`src/sv/ips_pkg.sv`:
```
// Shared types, codes and helper functions for the irrigation pump sequencer.
// Depends on nothing; every other file of the block imports it.
package ips_pkg;

  // Field widths
  localparam int REQ_W      = 2;
  localparam int DUR_W      = 16;
  localparam int PCT_W      = 7;
  localparam int BEEP_W     = 2;
  localparam int HOLD_W     = 3;
  localparam int TIMER_BITS = 16;
  localparam int CMP_W      = (TIMER_BITS > DUR_W) ? TIMER_BITS : DUR_W;

  // Configuration port
  localparam int CFG_IDX_W  = 3;
  localparam int CFG_DATA_W = 16;

  localparam logic [CFG_IDX_W-1:0] CFG_AUTO_MODE   = 3'd0;
  localparam logic [CFG_IDX_W-1:0] CFG_THRESHOLD   = 3'd1;
  localparam logic [CFG_IDX_W-1:0] CFG_AUTO_DUR    = 3'd2;
  localparam logic [CFG_IDX_W-1:0] CFG_MAX_ON      = 3'd3;
  localparam logic [CFG_IDX_W-1:0] CFG_COOLDOWN    = 3'd4;
  localparam logic [CFG_IDX_W-1:0] CFG_RELAY_LOW   = 3'd5;

  // Command codes (poll and the unused code fall through as no command)
  localparam logic [REQ_W-1:0] REQ_START = 2'd1;
  localparam logic [REQ_W-1:0] REQ_STOP  = 2'd2;

  // Beep event codes
  localparam logic [BEEP_W-1:0] BEEP_NONE  = 2'd0;
  localparam logic [BEEP_W-1:0] BEEP_AUTO  = 2'd1;
  localparam logic [BEEP_W-1:0] BEEP_DRY   = 2'd2;
  localparam logic [BEEP_W-1:0] BEEP_ABORT = 2'd3;

  localparam logic [HOLD_W-1:0] ALERT_HOLDOFF_S = 3'd5;

  typedef enum logic [1:0] {
    PH_IDLE = 2'd0,
    PH_IRR  = 2'd1,
    PH_COOL = 2'd2
  } phase_t;

  typedef logic [TIMER_BITS-1:0] timer_t;

  typedef struct packed {
    logic              auto_mode;
    logic [PCT_W-1:0]  dry_level;
    logic [DUR_W-1:0]  auto_duration_s;
    logic [DUR_W-1:0]  max_pump_on_s;
    logic [DUR_W-1:0]  cooldown_s;
    logic              relay_invert;
  } cfg_t;

  typedef struct packed {
    logic [REQ_W-1:0]  req_type;
    logic [DUR_W-1:0]  manual_duration_s;
    logic              second_tick;
    logic [PCT_W-1:0]  moisture;
    logic              water_present;
  } item_t;

  typedef struct packed {
    logic [1:0]        phase_now;
    logic              pump_on;
    logic              relay_level;
    logic [BEEP_W-1:0] beep_event;
    logic [PCT_W-1:0]  soil_before;
  } result_t;

  typedef struct packed {
    phase_t            phase;
    logic              pump;
    timer_t            run_seconds;
    logic [DUR_W-1:0]  run_limit;
    timer_t            cool_seconds;
    logic [PCT_W-1:0]  soil_start;
    logic [HOLD_W-1:0] alert_holdoff;
  } state_t;

  // Saturating timer increment
  function automatic timer_t sat_inc(input timer_t v);
    sat_inc = (v == '1) ? v : v + 1'b1;
  endfunction

  // Timer reached a 16-bit limit
  function automatic logic timer_ge(input timer_t t, input logic [DUR_W-1:0] lim);
    timer_ge = CMP_W'(t) >= CMP_W'(lim);
  endfunction

endpackage

```
`src/sv/ips_if.sv`:
```
// Valid/ready channel interfaces for sequencer commands and results.
// Depends on ips_pkg for the field widths.
interface ips_req_if;
  import ips_pkg::*;
  logic             valid;
  logic             ready;
  logic [REQ_W-1:0] req_type;
  logic [DUR_W-1:0] manual_duration_s;
  logic             second_tick;
  logic [PCT_W-1:0] moisture;
  logic             water_present;

  modport source (output valid, req_type, manual_duration_s, second_tick, moisture,
                  water_present, input ready);
  modport sink   (input valid, req_type, manual_duration_s, second_tick, moisture,
                  water_present, output ready);
endinterface

interface ips_res_if;
  import ips_pkg::*;
  logic              valid;
  logic              ready;
  logic [1:0]        phase_now;
  logic              pump_on;
  logic              relay_level;
  logic [BEEP_W-1:0] beep_event;
  logic [PCT_W-1:0]  soil_before;

  modport source (output valid, phase_now, pump_on, relay_level, beep_event,
                  soil_before, input ready);
  modport sink   (input valid, phase_now, pump_on, relay_level, beep_event,
                  soil_before, output ready);
endinterface

```
`src/sv/irrigation_pump_sequencer.sv`:
```
// Top level of the irrigation pump sequencer: input register, step, result register.
// Depends on ips_pkg, ips_if, ips_cfg_regs and ips_step.
//
// Usage:
//   req carries one beat per sensor/command event: req_type, manual_duration_s,
//   second_tick, moisture and water_present. res returns exactly one beat per
//   request: phase_now, pump_on, relay_level, beep_event and soil_before.
//   Both channels move a beat at a rising edge where valid and ready are high.
//   The cfg_we/cfg_index/cfg_wdata port writes the six settings registers;
//   write them only while no request is in flight.
// Timing:
//   A request accepted into the input register is stepped into the result register
//   once that register is free or draining, and is taken from res from there.
//   The input register and the result register keep one beat each, and the
//   step logic is combinational over the whole sequencer state, so one beat
//   per cycle is sustained while res.ready stays high.
// Reset (rst, synchronous): sequencer idle, pump off, timers and captured
//   moisture zero, settings at their defaults, both registers empty.
// Stall: while res.ready is low the result holds; one more request is
//   taken into the input register, then req.ready drops until res drains.
module irrigation_pump_sequencer (
  input  logic                            clk,
  input  logic                            rst,
  input  logic                            cfg_we,
  input  logic [ips_pkg::CFG_IDX_W-1:0]   cfg_index,
  input  logic [ips_pkg::CFG_DATA_W-1:0]  cfg_wdata,
  ips_req_if.sink                         req,
  ips_res_if.source                       res
);
  import ips_pkg::*;

  cfg_t    cfg;
  state_t  state;
  state_t  state_next;
  item_t   in_item;
  logic    in_valid;
  result_t out_res;
  result_t res_next;
  logic    out_valid;
  logic    advance;

  ips_cfg_regs u_cfg (
    .clk       (clk),
    .rst       (rst),
    .cfg_we    (cfg_we),
    .cfg_index (cfg_index),
    .cfg_wdata (cfg_wdata),
    .cfg       (cfg)
  );

  ips_step u_step (
    .state      (state),
    .item       (in_item),
    .cfg        (cfg),
    .state_next (state_next),
    .res_next   (res_next)
  );

  // Step the held beat whenever the result register is free or draining
  assign advance   = in_valid && (!out_valid || res.ready);
  assign req.ready = !in_valid || advance;

  // Input register
  always_ff @(posedge clk) begin
    if (rst) begin
      in_valid <= 1'b0;
    end else if (req.ready) begin
      in_valid <= req.valid;
    end
    if (req.valid && req.ready) begin
      in_item.req_type          <= req.req_type;
      in_item.manual_duration_s <= req.manual_duration_s;
      in_item.second_tick       <= req.second_tick;
      in_item.moisture          <= req.moisture;
      in_item.water_present     <= req.water_present;
    end
  end

  // Sequencer state and result register
  always_ff @(posedge clk) begin
    if (rst) begin
      state     <= '0;
      out_valid <= 1'b0;
    end else if (advance) begin
      state     <= state_next;
      out_valid <= 1'b1;
    end else if (res.ready) begin
      out_valid <= 1'b0;
    end
    if (advance)
      out_res <= res_next;
  end

  assign res.valid       = out_valid;
  assign res.phase_now   = out_res.phase_now;
  assign res.pump_on     = out_res.pump_on;
  assign res.relay_level = out_res.relay_level;
  assign res.beep_event  = out_res.beep_event;
  assign res.soil_before = out_res.soil_before;

endmodule

```
`src/sv/ips_cfg_regs.sv`:
```
// Configuration register bank of the pump sequencer, written by index.
// Depends on ips_pkg for the register map and cfg_t.
module ips_cfg_regs (
  input  logic                            clk,
  input  logic                            rst,
  input  logic                            cfg_we,
  input  logic [ips_pkg::CFG_IDX_W-1:0]   cfg_index,
  input  logic [ips_pkg::CFG_DATA_W-1:0]  cfg_wdata,
  output ips_pkg::cfg_t                   cfg
);
  import ips_pkg::*;

  // Load reset defaults, then take writes; unknown indexes are dropped
  always_ff @(posedge clk) begin
    if (rst) begin
      cfg.auto_mode       <= 1'b1;
      cfg.dry_level       <= PCT_W'(30);
      cfg.auto_duration_s <= DUR_W'(10);
      cfg.max_pump_on_s   <= DUR_W'(60);
      cfg.cooldown_s      <= DUR_W'(30);
      cfg.relay_invert    <= 1'b1;
    end else if (cfg_we) begin
      unique case (cfg_index)
        CFG_AUTO_MODE: cfg.auto_mode       <= cfg_wdata[0];
        CFG_THRESHOLD: cfg.dry_level       <= cfg_wdata[PCT_W-1:0];
        CFG_AUTO_DUR:  cfg.auto_duration_s <= cfg_wdata[DUR_W-1:0];
        CFG_MAX_ON:    cfg.max_pump_on_s   <= cfg_wdata[DUR_W-1:0];
        CFG_COOLDOWN:  cfg.cooldown_s      <= cfg_wdata[DUR_W-1:0];
        CFG_RELAY_LOW: cfg.relay_invert    <= cfg_wdata[0];
        default: ;
      endcase
    end
  end

endmodule

```
`src/sv/ips_step.sv`:
```
// Single-item step of the pump sequencer: command, hold-off, then phase step.
// Depends on ips_pkg for state, item, result and configuration types.
module ips_step (
  input  ips_pkg::state_t  state,
  input  ips_pkg::item_t   item,
  input  ips_pkg::cfg_t    cfg,
  output ips_pkg::state_t  state_next,
  output ips_pkg::result_t res_next
);
  import ips_pkg::*;

  state_t            s;
  logic              fresh;
  logic [BEEP_W-1:0] beep;

  always_comb begin
    s     = state;
    fresh = 1'b0;
    beep  = BEEP_NONE;

    // Apply the command first
    if (item.req_type == REQ_START && (s.phase == PH_IDLE || s.phase == PH_COOL)) begin
      s.phase       = PH_IRR;
      s.run_limit   = item.manual_duration_s;
      s.run_seconds = '0;
      s.soil_start  = item.moisture;
      fresh         = 1'b1;
    end else if (item.req_type == REQ_STOP && s.phase == PH_IRR) begin
      s.phase        = PH_COOL;
      s.cool_seconds = '0;
      fresh          = 1'b1;
    end

    // Count down the no-water hold-off in any phase
    if (item.second_tick && s.alert_holdoff != '0)
      s.alert_holdoff = s.alert_holdoff - 1'b1;

    // One phase step
    unique case (s.phase)
      PH_IDLE: begin
        s.pump = 1'b0;
        if (cfg.auto_mode && s.alert_holdoff == '0 &&
            item.moisture < cfg.dry_level) begin
          if (item.water_present) begin
            s.phase       = PH_IRR;
            s.run_limit   = cfg.auto_duration_s;
            s.run_seconds = '0;
            s.soil_start  = item.moisture;
            beep          = BEEP_AUTO;
          end else begin
            beep            = BEEP_DRY;
            s.alert_holdoff = ALERT_HOLDOFF_S;
          end
        end
      end
      PH_IRR: begin
        if (!item.water_present) begin
          // Abort: pump level is left as is until the next cooldown step
          s.phase        = PH_COOL;
          s.cool_seconds = '0;
          beep           = BEEP_ABORT;
        end else begin
          s.pump = 1'b1;
          if (item.second_tick && !fresh)
            s.run_seconds = sat_inc(s.run_seconds);
          if (timer_ge(s.run_seconds, s.run_limit) ||
              timer_ge(s.run_seconds, cfg.max_pump_on_s)) begin
            s.phase        = PH_COOL;
            s.cool_seconds = '0;
          end
        end
      end
      default: begin
        s.pump = 1'b0;
        if (item.second_tick && !fresh)
          s.cool_seconds = sat_inc(s.cool_seconds);
        if (timer_ge(s.cool_seconds, cfg.cooldown_s))
          s.phase = PH_IDLE;
      end
    endcase

    state_next           = s;
    res_next.phase_now   = s.phase;
    res_next.pump_on     = s.pump;
    res_next.relay_level = s.pump ^ cfg.relay_invert;
    res_next.beep_event  = beep;
    res_next.soil_before = s.soil_start;
  end

endmodule

```
`src/flat_wrapper.sv`:
```
// flat-port wrapper written by rule: the top's interface ports become plain ports
module irrigation_pump_sequencer_flat import ips_pkg::*;
  (clk, rst, cfg_we, cfg_index, cfg_wdata, req_valid, req_req_type, req_manual_duration_s, req_second_tick, req_moisture, req_water_present, req_ready, res_valid, res_phase_now, res_pump_on, res_relay_level, res_beep_event, res_soil_before, res_ready);
  ips_req_if req_i ();
  ips_res_if res_i ();
  input  logic clk;
  input  logic rst;
  input  logic cfg_we;
  input  logic [ips_pkg::CFG_IDX_W-1:0] cfg_index;
  input  logic [ips_pkg::CFG_DATA_W-1:0] cfg_wdata;
  input wire logic [$bits(req_i.valid)-1:0] req_valid;
  input wire logic [$bits(req_i.req_type)-1:0] req_req_type;
  input wire logic [$bits(req_i.manual_duration_s)-1:0] req_manual_duration_s;
  input wire logic [$bits(req_i.second_tick)-1:0] req_second_tick;
  input wire logic [$bits(req_i.moisture)-1:0] req_moisture;
  input wire logic [$bits(req_i.water_present)-1:0] req_water_present;
  output wire logic [$bits(req_i.ready)-1:0] req_ready;
  output wire logic [$bits(res_i.valid)-1:0] res_valid;
  output wire logic [$bits(res_i.phase_now)-1:0] res_phase_now;
  output wire logic [$bits(res_i.pump_on)-1:0] res_pump_on;
  output wire logic [$bits(res_i.relay_level)-1:0] res_relay_level;
  output wire logic [$bits(res_i.beep_event)-1:0] res_beep_event;
  output wire logic [$bits(res_i.soil_before)-1:0] res_soil_before;
  input wire logic [$bits(res_i.ready)-1:0] res_ready;
  assign req_i.valid = req_valid;
  assign req_i.req_type = req_req_type;
  assign req_i.manual_duration_s = req_manual_duration_s;
  assign req_i.second_tick = req_second_tick;
  assign req_i.moisture = req_moisture;
  assign req_i.water_present = req_water_present;
  assign req_ready = req_i.ready;
  assign res_valid = res_i.valid;
  assign res_phase_now = res_i.phase_now;
  assign res_pump_on = res_i.pump_on;
  assign res_relay_level = res_i.relay_level;
  assign res_beep_event = res_i.beep_event;
  assign res_soil_before = res_i.soil_before;
  assign res_i.ready = res_ready;
  irrigation_pump_sequencer u_core (.clk(clk), .rst(rst), .cfg_we(cfg_we), .cfg_index(cfg_index), .cfg_wdata(cfg_wdata), .req(req_i), .res(res_i));
endmodule
```
`config.mk`:
```
export PLATFORM = sky130hd
export DESIGN_NAME = irrigation_pump_sequencer_flat
export DESIGN_NICKNAME = d
export VERILOG_FILES = /design/src/sv/ips_pkg.sv /design/src/sv/ips_if.sv /design/src/sv/irrigation_pump_sequencer.sv /design/src/sv/ips_cfg_regs.sv /design/src/sv/ips_step.sv /design/src/flat_wrapper.sv
export SDC_FILE = /design/constraint.sdc
export NUM_CORES = 1
export LEC_CHECK = 0
export BUFFER_PORTS_ARGS = -buffer_cell sky130_fd_sc_hd__buf_2
export CORE_MARGIN = 5
export CORE_UTILIZATION = 45
export CTS_CLUSTER_DIAMETER = 60
export CTS_CLUSTER_SIZE = 30
export DETAILED_ROUTE_END_ITERATION = 8
export PLACE_DENSITY = 0.7
export SYNTH_ARGS = -nofsm -noshare
export SYNTH_HDL_FRONTEND = slang
export SYNTH_HIERARCHICAL = 1
export SYNTH_SLANG_ARGS = --single-unit
```
`constraint.sdc`:
```
create_clock -name clk -period 6 [get_ports clk]
set_input_delay 1.2 -clock clk [delete_from_list [all_inputs] [get_ports clk]]
set_output_delay 1.2 -clock clk [all_outputs]
set_load 0.01 [all_outputs]
```
==> impl_results.rst <==
.. list-table::
   :header-rows: 1

   * - Metric
     - Value
   * - Count of different cell masters after synthesis
     - 74
   * - Kind of cell with the highest combined delay on the critical path
     - simple AND/OR/NAND/NOR gates
   * - Width of the die
     - roughly 160 µm
   * - Initial detailed-routing violation count
     - between 500 and 600
   * - Count of port buffers added during placement
     - 65
   * - Core Box Area
     - ~0.022 mm²
   * - TritonCTS clock tree
     - done
   * - Top_reg_cell synth
     - sky130_fd_sc_hd__dfxtp_1
   * - Remaining Overflow, GRT
     - 0
   * - Number of antenna repair diodes
     - 0
   * - Number of antenna violations at the first check in global routing
     - 0
   * - # resized after CTS
     - 0
   * - Cell-by-cell trace of the critical path
     - or3b_2 -> and2_1 -> ha_1 -> inv_1 -> or4_1 -> o21ai_2 -> nor3_1 -> and3_1 -> xnor2_1 -> nor2_1 -> ha_1 -> nand4_1 -> nor2_1 -> nor4_1 -> o2111ai_1 -> nor3_2 -> nand2_1 -> o31ai_1 -> nand2b_1 -> mux2i_1
   * - Maximum single-stage delay on the critical path
     - ~690 ps
   * - Startpoint Class
     - flop
   * - Area growth syn-to-layout
     - 9.24%
   * - Longest Clk Path Bufs
     - 2
   * - Average cell area after synthesis
     - a little over 9 µm²
   * - Top cell type by total area after synthesis
     - sky130_fd_sc_hd__dfxtp_1
   * - Full die area
     - ~0.025 mm²
   * - Number of hold buffers added after CTS
     - 0
   * - Largest net degree at the start of global routing
     - a little under 80
   * - Number of synthesized flops with an enable pin
     - 40
   * - Worst rel slew slack
     - 34.2%
   * - Worst Setup End Kind
     - flop
   * - Maximum clock frequency
     - about 190 MHz
   * - Number of storage elements in the synthesis netlist
     - 160
   * - Worst EP arrival
     - 5590 ps
   * - Global-route usage over all layers
     - about a fifth
   * - Average via count per standard cell
     - 5.49
   * - Share of the clock period used by the worst path
     - around 87%
   * - Worst hold margin
     - about 470 ps
   * - Number of buffers inserted by post-CTS setup repair
     - 0
   * - Hold crit path type
     - reg2reg
   * - DR WL/cell
     - around 17 µm
   * - Number of remaining DRC errors
     - 0
   * - Clock root buffer
     - sky130_fd_sc_hd__clkbuf_16
   * - DIE HEIGHT
     - about 160 µm
   * - Fin Setup TNS
     - 0 ps
   * - Minimum clock period after layout
     - between 5000 and 6000 ps
   * - Count of synthesis-stage warnings from yosys
     - 6
   * - Weighted congestion reported at the end of routability-driven placement
     - slightly above 0.9
   * - Async SR Flop Fraction
     - 0%
   * - Classification of the worst setup path
     - reg2reg
   * - Clock transition at path regs
     - approximately 60 ps
   * - First-pass GRT wire length
     - around 40000 µm
   * - Worst Max-Slew Pin Slew
     - roughly 1000 ps
   * - DRT Wirelength
     - between 20000 and 25000 µm
   * - # H-tree levels
     - 4
   * - Static leakage
     - about 4.4 nW
   * - Syn Inst Count
     - ~1100
   * - Number of detailed-routing iterations run before antenna repair
     - 5
   * - Total clock buffers created by CTS
     - 17
   * - Final clock skew
     - roughly 9.8 ps
   * - Top fanout value on the critical path
     - 15
   * - Required time of the critical path
     - between 6000 and 7000 ps
   * - Share of synthesized area occupied by flip-flops and latches
     - a little over a third
   * - Placement-stage worst setup slack
     - 809 ps
   * - Result of the run
     - completed
   * - Share of the synthesized area in the top cell type
     - a little under a quarter
   * - Power density over cell area
     - between 200 and 250 mW/mm²
   * - Syn Std Cell Area
     - 0.0100 mm²
   * - Antenna-violating nets left
     - 0
   * - Worst-case setup margin in the final layout
     - ~760 ps
   * - Endpoints failing setup
     - 0
   * - Count of max-cap constraint violations
     - 0
   * - Estimated wirelength of the detail-placed design
     - ~17000 µm
   * - Number of nets produced by synthesis
     - about 1200
   * - Total number of placement rows
     - 54
   * - Total number of vias
     - approximately 7700
   * - Number of placed I/O pins
     - 66
   * - Top post-synthesis cells by area
     - sky130_fd_sc_hd__dfxtp_1 24%, sky130_fd_sc_hd__mux2i_1 14%, sky130_fd_sc_hd__edfxtp_1 12%
   * - Fraction of final layout cells sized beyond drive strength 1
     - between 10% and 20%
   * - Number of buffers and inverters on the critical path
     - 1
   * - Pins over their slew limit
     - 0
   * - RSZ-0062 raised after global routing
     - no
   * - Number of hold violations in the final report
     - 0
   * - Peak supply drop
     - 0.180 mV
   * - Source-to-sink clock delay at the later pin of the worst-skew pair
     - 430 ps
   * - Clk sinks
     - 160
   * - Final #Nets
     - approximately 1200
   * - Number of global-route vias before repair
     - around 7500
   * - Cell with the largest stage delay on the worst path
     - sky130_fd_sc_hd__or3b_2
   * - Initial Util
     - 45.9%
## per-stage QoR
step | util [%] | total power [mW] | cell area (µm²) | std cells
2_1_floorplan | - | 1.41 | 10000 | 1075
3_3_place_gp | 47.5 | 1.47 | 10400 | 1367
3_5_place_dp | 47.5 | 1.48 | 10400 | 1367
4_1_cts | 50.1 | 2.57 | 11000 | 1399
5_1_grt | 50.1 | 2.65 | 11000 | 1399
6_report | 50.1 | 2.54 | 11000 | 1399
## state kept, by name, summed over array words and instances, names as in the netlist
signal / flops
u_core/state: 61
u_core/u_cfg/cfg: 57
u_core/in_item: 27
u_core/res.soil_before: 7
u_core/res.beep_event: 2
u_core/res.phase_now: 2
u_core/in_valid: 1
u_core/res.pump_on: 1
u_core/res.relay_level: 1
u_core/res.valid: 1
## report_power, final
part	switching, mW	internal (mW)
registers	0.0214	1.14
logic	0.174	0.118
clock network	0.452	0.632
## cells in the final DEF, fill, tap and decap left out, types with 40 or more instances in the layout
cell type                  instances
sky130_fd_sc_hd__nand2_1          46
sky130_fd_sc_hd__nand2b_1        185
sky130_fd_sc_hd__mux2i_1         138
sky130_fd_sc_hd__ha_1             56
sky130_fd_sc_hd__dfxtp_1         120
sky130_fd_sc_hd__nor2_1           83
sky130_fd_sc_hd__a21oi_1          45
sky130_fd_sc_hd__buf_2            64
sky130_fd_sc_hd__inv_1            54
sky130_fd_sc_hd__edfxtp_1         40
## cell type report
type,count,area (µm²)
fill,2089,10900
multi-input combinational,797,5820
sequential,160,3600
clock buffer,22,454
timing repair buffer,76,410
tap,280,350
inverter,54,203
clock inverter,10,126
## worst register-to-register path, stage by stage, from the launching register on
cell and delay (ps):
sky130_fd_sc_hd__edfxtp_1 520, sky130_fd_sc_hd__or3b_2 690, sky130_fd_sc_hd__and2_1 260, sky130_fd_sc_hd__ha_1 230, sky130_fd_sc_hd__inv_1 130, sky130_fd_sc_hd__or4_1 190
sky130_fd_sc_hd__o21ai_2 130, sky130_fd_sc_hd__nor3_1 450, sky130_fd_sc_hd__and3_1 280, sky130_fd_sc_hd__xnor2_1 130, sky130_fd_sc_hd__nor2_1 80, sky130_fd_sc_hd__ha_1 340
sky130_fd_sc_hd__nand4_1 140, sky130_fd_sc_hd__nor2_1 60, sky130_fd_sc_hd__nor4_1 260, sky130_fd_sc_hd__o2111ai_1 200, sky130_fd_sc_hd__nor3_2 360, sky130_fd_sc_hd__nand2_1 240
sky130_fd_sc_hd__o31ai_1 280, sky130_fd_sc_hd__nand2b_1 80, sky130_fd_sc_hd__mux2i_1 120
## cell families (layout without fill, tap and decap cells)
family	Yosys count	in the layout	share of synthesized area, %
fa+ha+maj	56	56	6.98
mux	146	146	14.7
buf+inv	118	162	6.35
compound gates	146	146	9.54
xor+xnor	31	31	2.70
simple gates	418	418	23.9
flops	160	160	35.9
## routing by layer
layer / GRT usage [%] / vias up / share of wire [%]
li1: - / 3819 / -
met1: 24.3 / 3612 / 45
met3: 3.44 / 55 / 3.8
met4: 6.79 / 0 / 3.5
met5: 0 / - / 0
met2: 31.5 / 189 / 47
## path summary, 6_finish.rpt
check,cells after the start,start,end,slack (ps)
hold / removal,2,u_core/u_cfg/cfg[37],u_core/u_cfg/cfg[37],470
setup / recovery,20,u_core/in_item[26],u_core/state[17],760
hold reg to reg,2,u_core/u_cfg/cfg[37],u_core/u_cfg/cfg[37],470
setup reg to reg,20,u_core/in_item[26],u_core/state[17],760
## cell usage after synthesis, types with 3 or more instances
library cell                count
sky130_fd_sc_hd__mux2_2         8
sky130_fd_sc_hd__a22o_1         3
sky130_fd_sc_hd__o211ai_1       4
sky130_fd_sc_hd__buf_12         7
sky130_fd_sc_hd__and3_1         9
sky130_fd_sc_hd__or3_1          3
sky130_fd_sc_hd__dfxtp_1      120
sky130_fd_sc_hd__a211oi_1       8
sky130_fd_sc_hd__nand4_1       14
sky130_fd_sc_hd__o21ai_0       30
sky130_fd_sc_hd__nor3b_1        3
sky130_fd_sc_hd__nand4bb_1      4
sky130_fd_sc_hd__o22a_1         3
sky130_fd_sc_hd__o31ai_1        5
sky130_fd_sc_hd__nand2_1       46
sky130_fd_sc_hd__a21o_1        11
sky130_fd_sc_hd__a32o_1         5
sky130_fd_sc_hd__nor2_1        83
sky130_fd_sc_hd__a21oi_1       46
sky130_fd_sc_hd__inv_1         54
sky130_fd_sc_hd__clkbuf_1      29
sky130_fd_sc_hd__mux2i_1      138
sky130_fd_sc_hd__nand3_1       18
sky130_fd_sc_hd__nor2b_1        5
sky130_fd_sc_hd__nor4_1         6
sky130_fd_sc_hd__buf_1          3
sky130_fd_sc_hd__edfxtp_1      40
sky130_fd_sc_hd__and4_1         7
sky130_fd_sc_hd__buf_2          8
sky130_fd_sc_hd__ha_1          56
sky130_fd_sc_hd__o21a_1         4
sky130_fd_sc_hd__xnor2_1       20
sky130_fd_sc_hd__a31oi_1        6
sky130_fd_sc_hd__nand2b_1     185
sky130_fd_sc_hd__xor2_1        11
sky130_fd_sc_hd__buf_4         15
sky130_fd_sc_hd__nor3_1        12
Note: power is estimated with default switching activity, not from simulation.
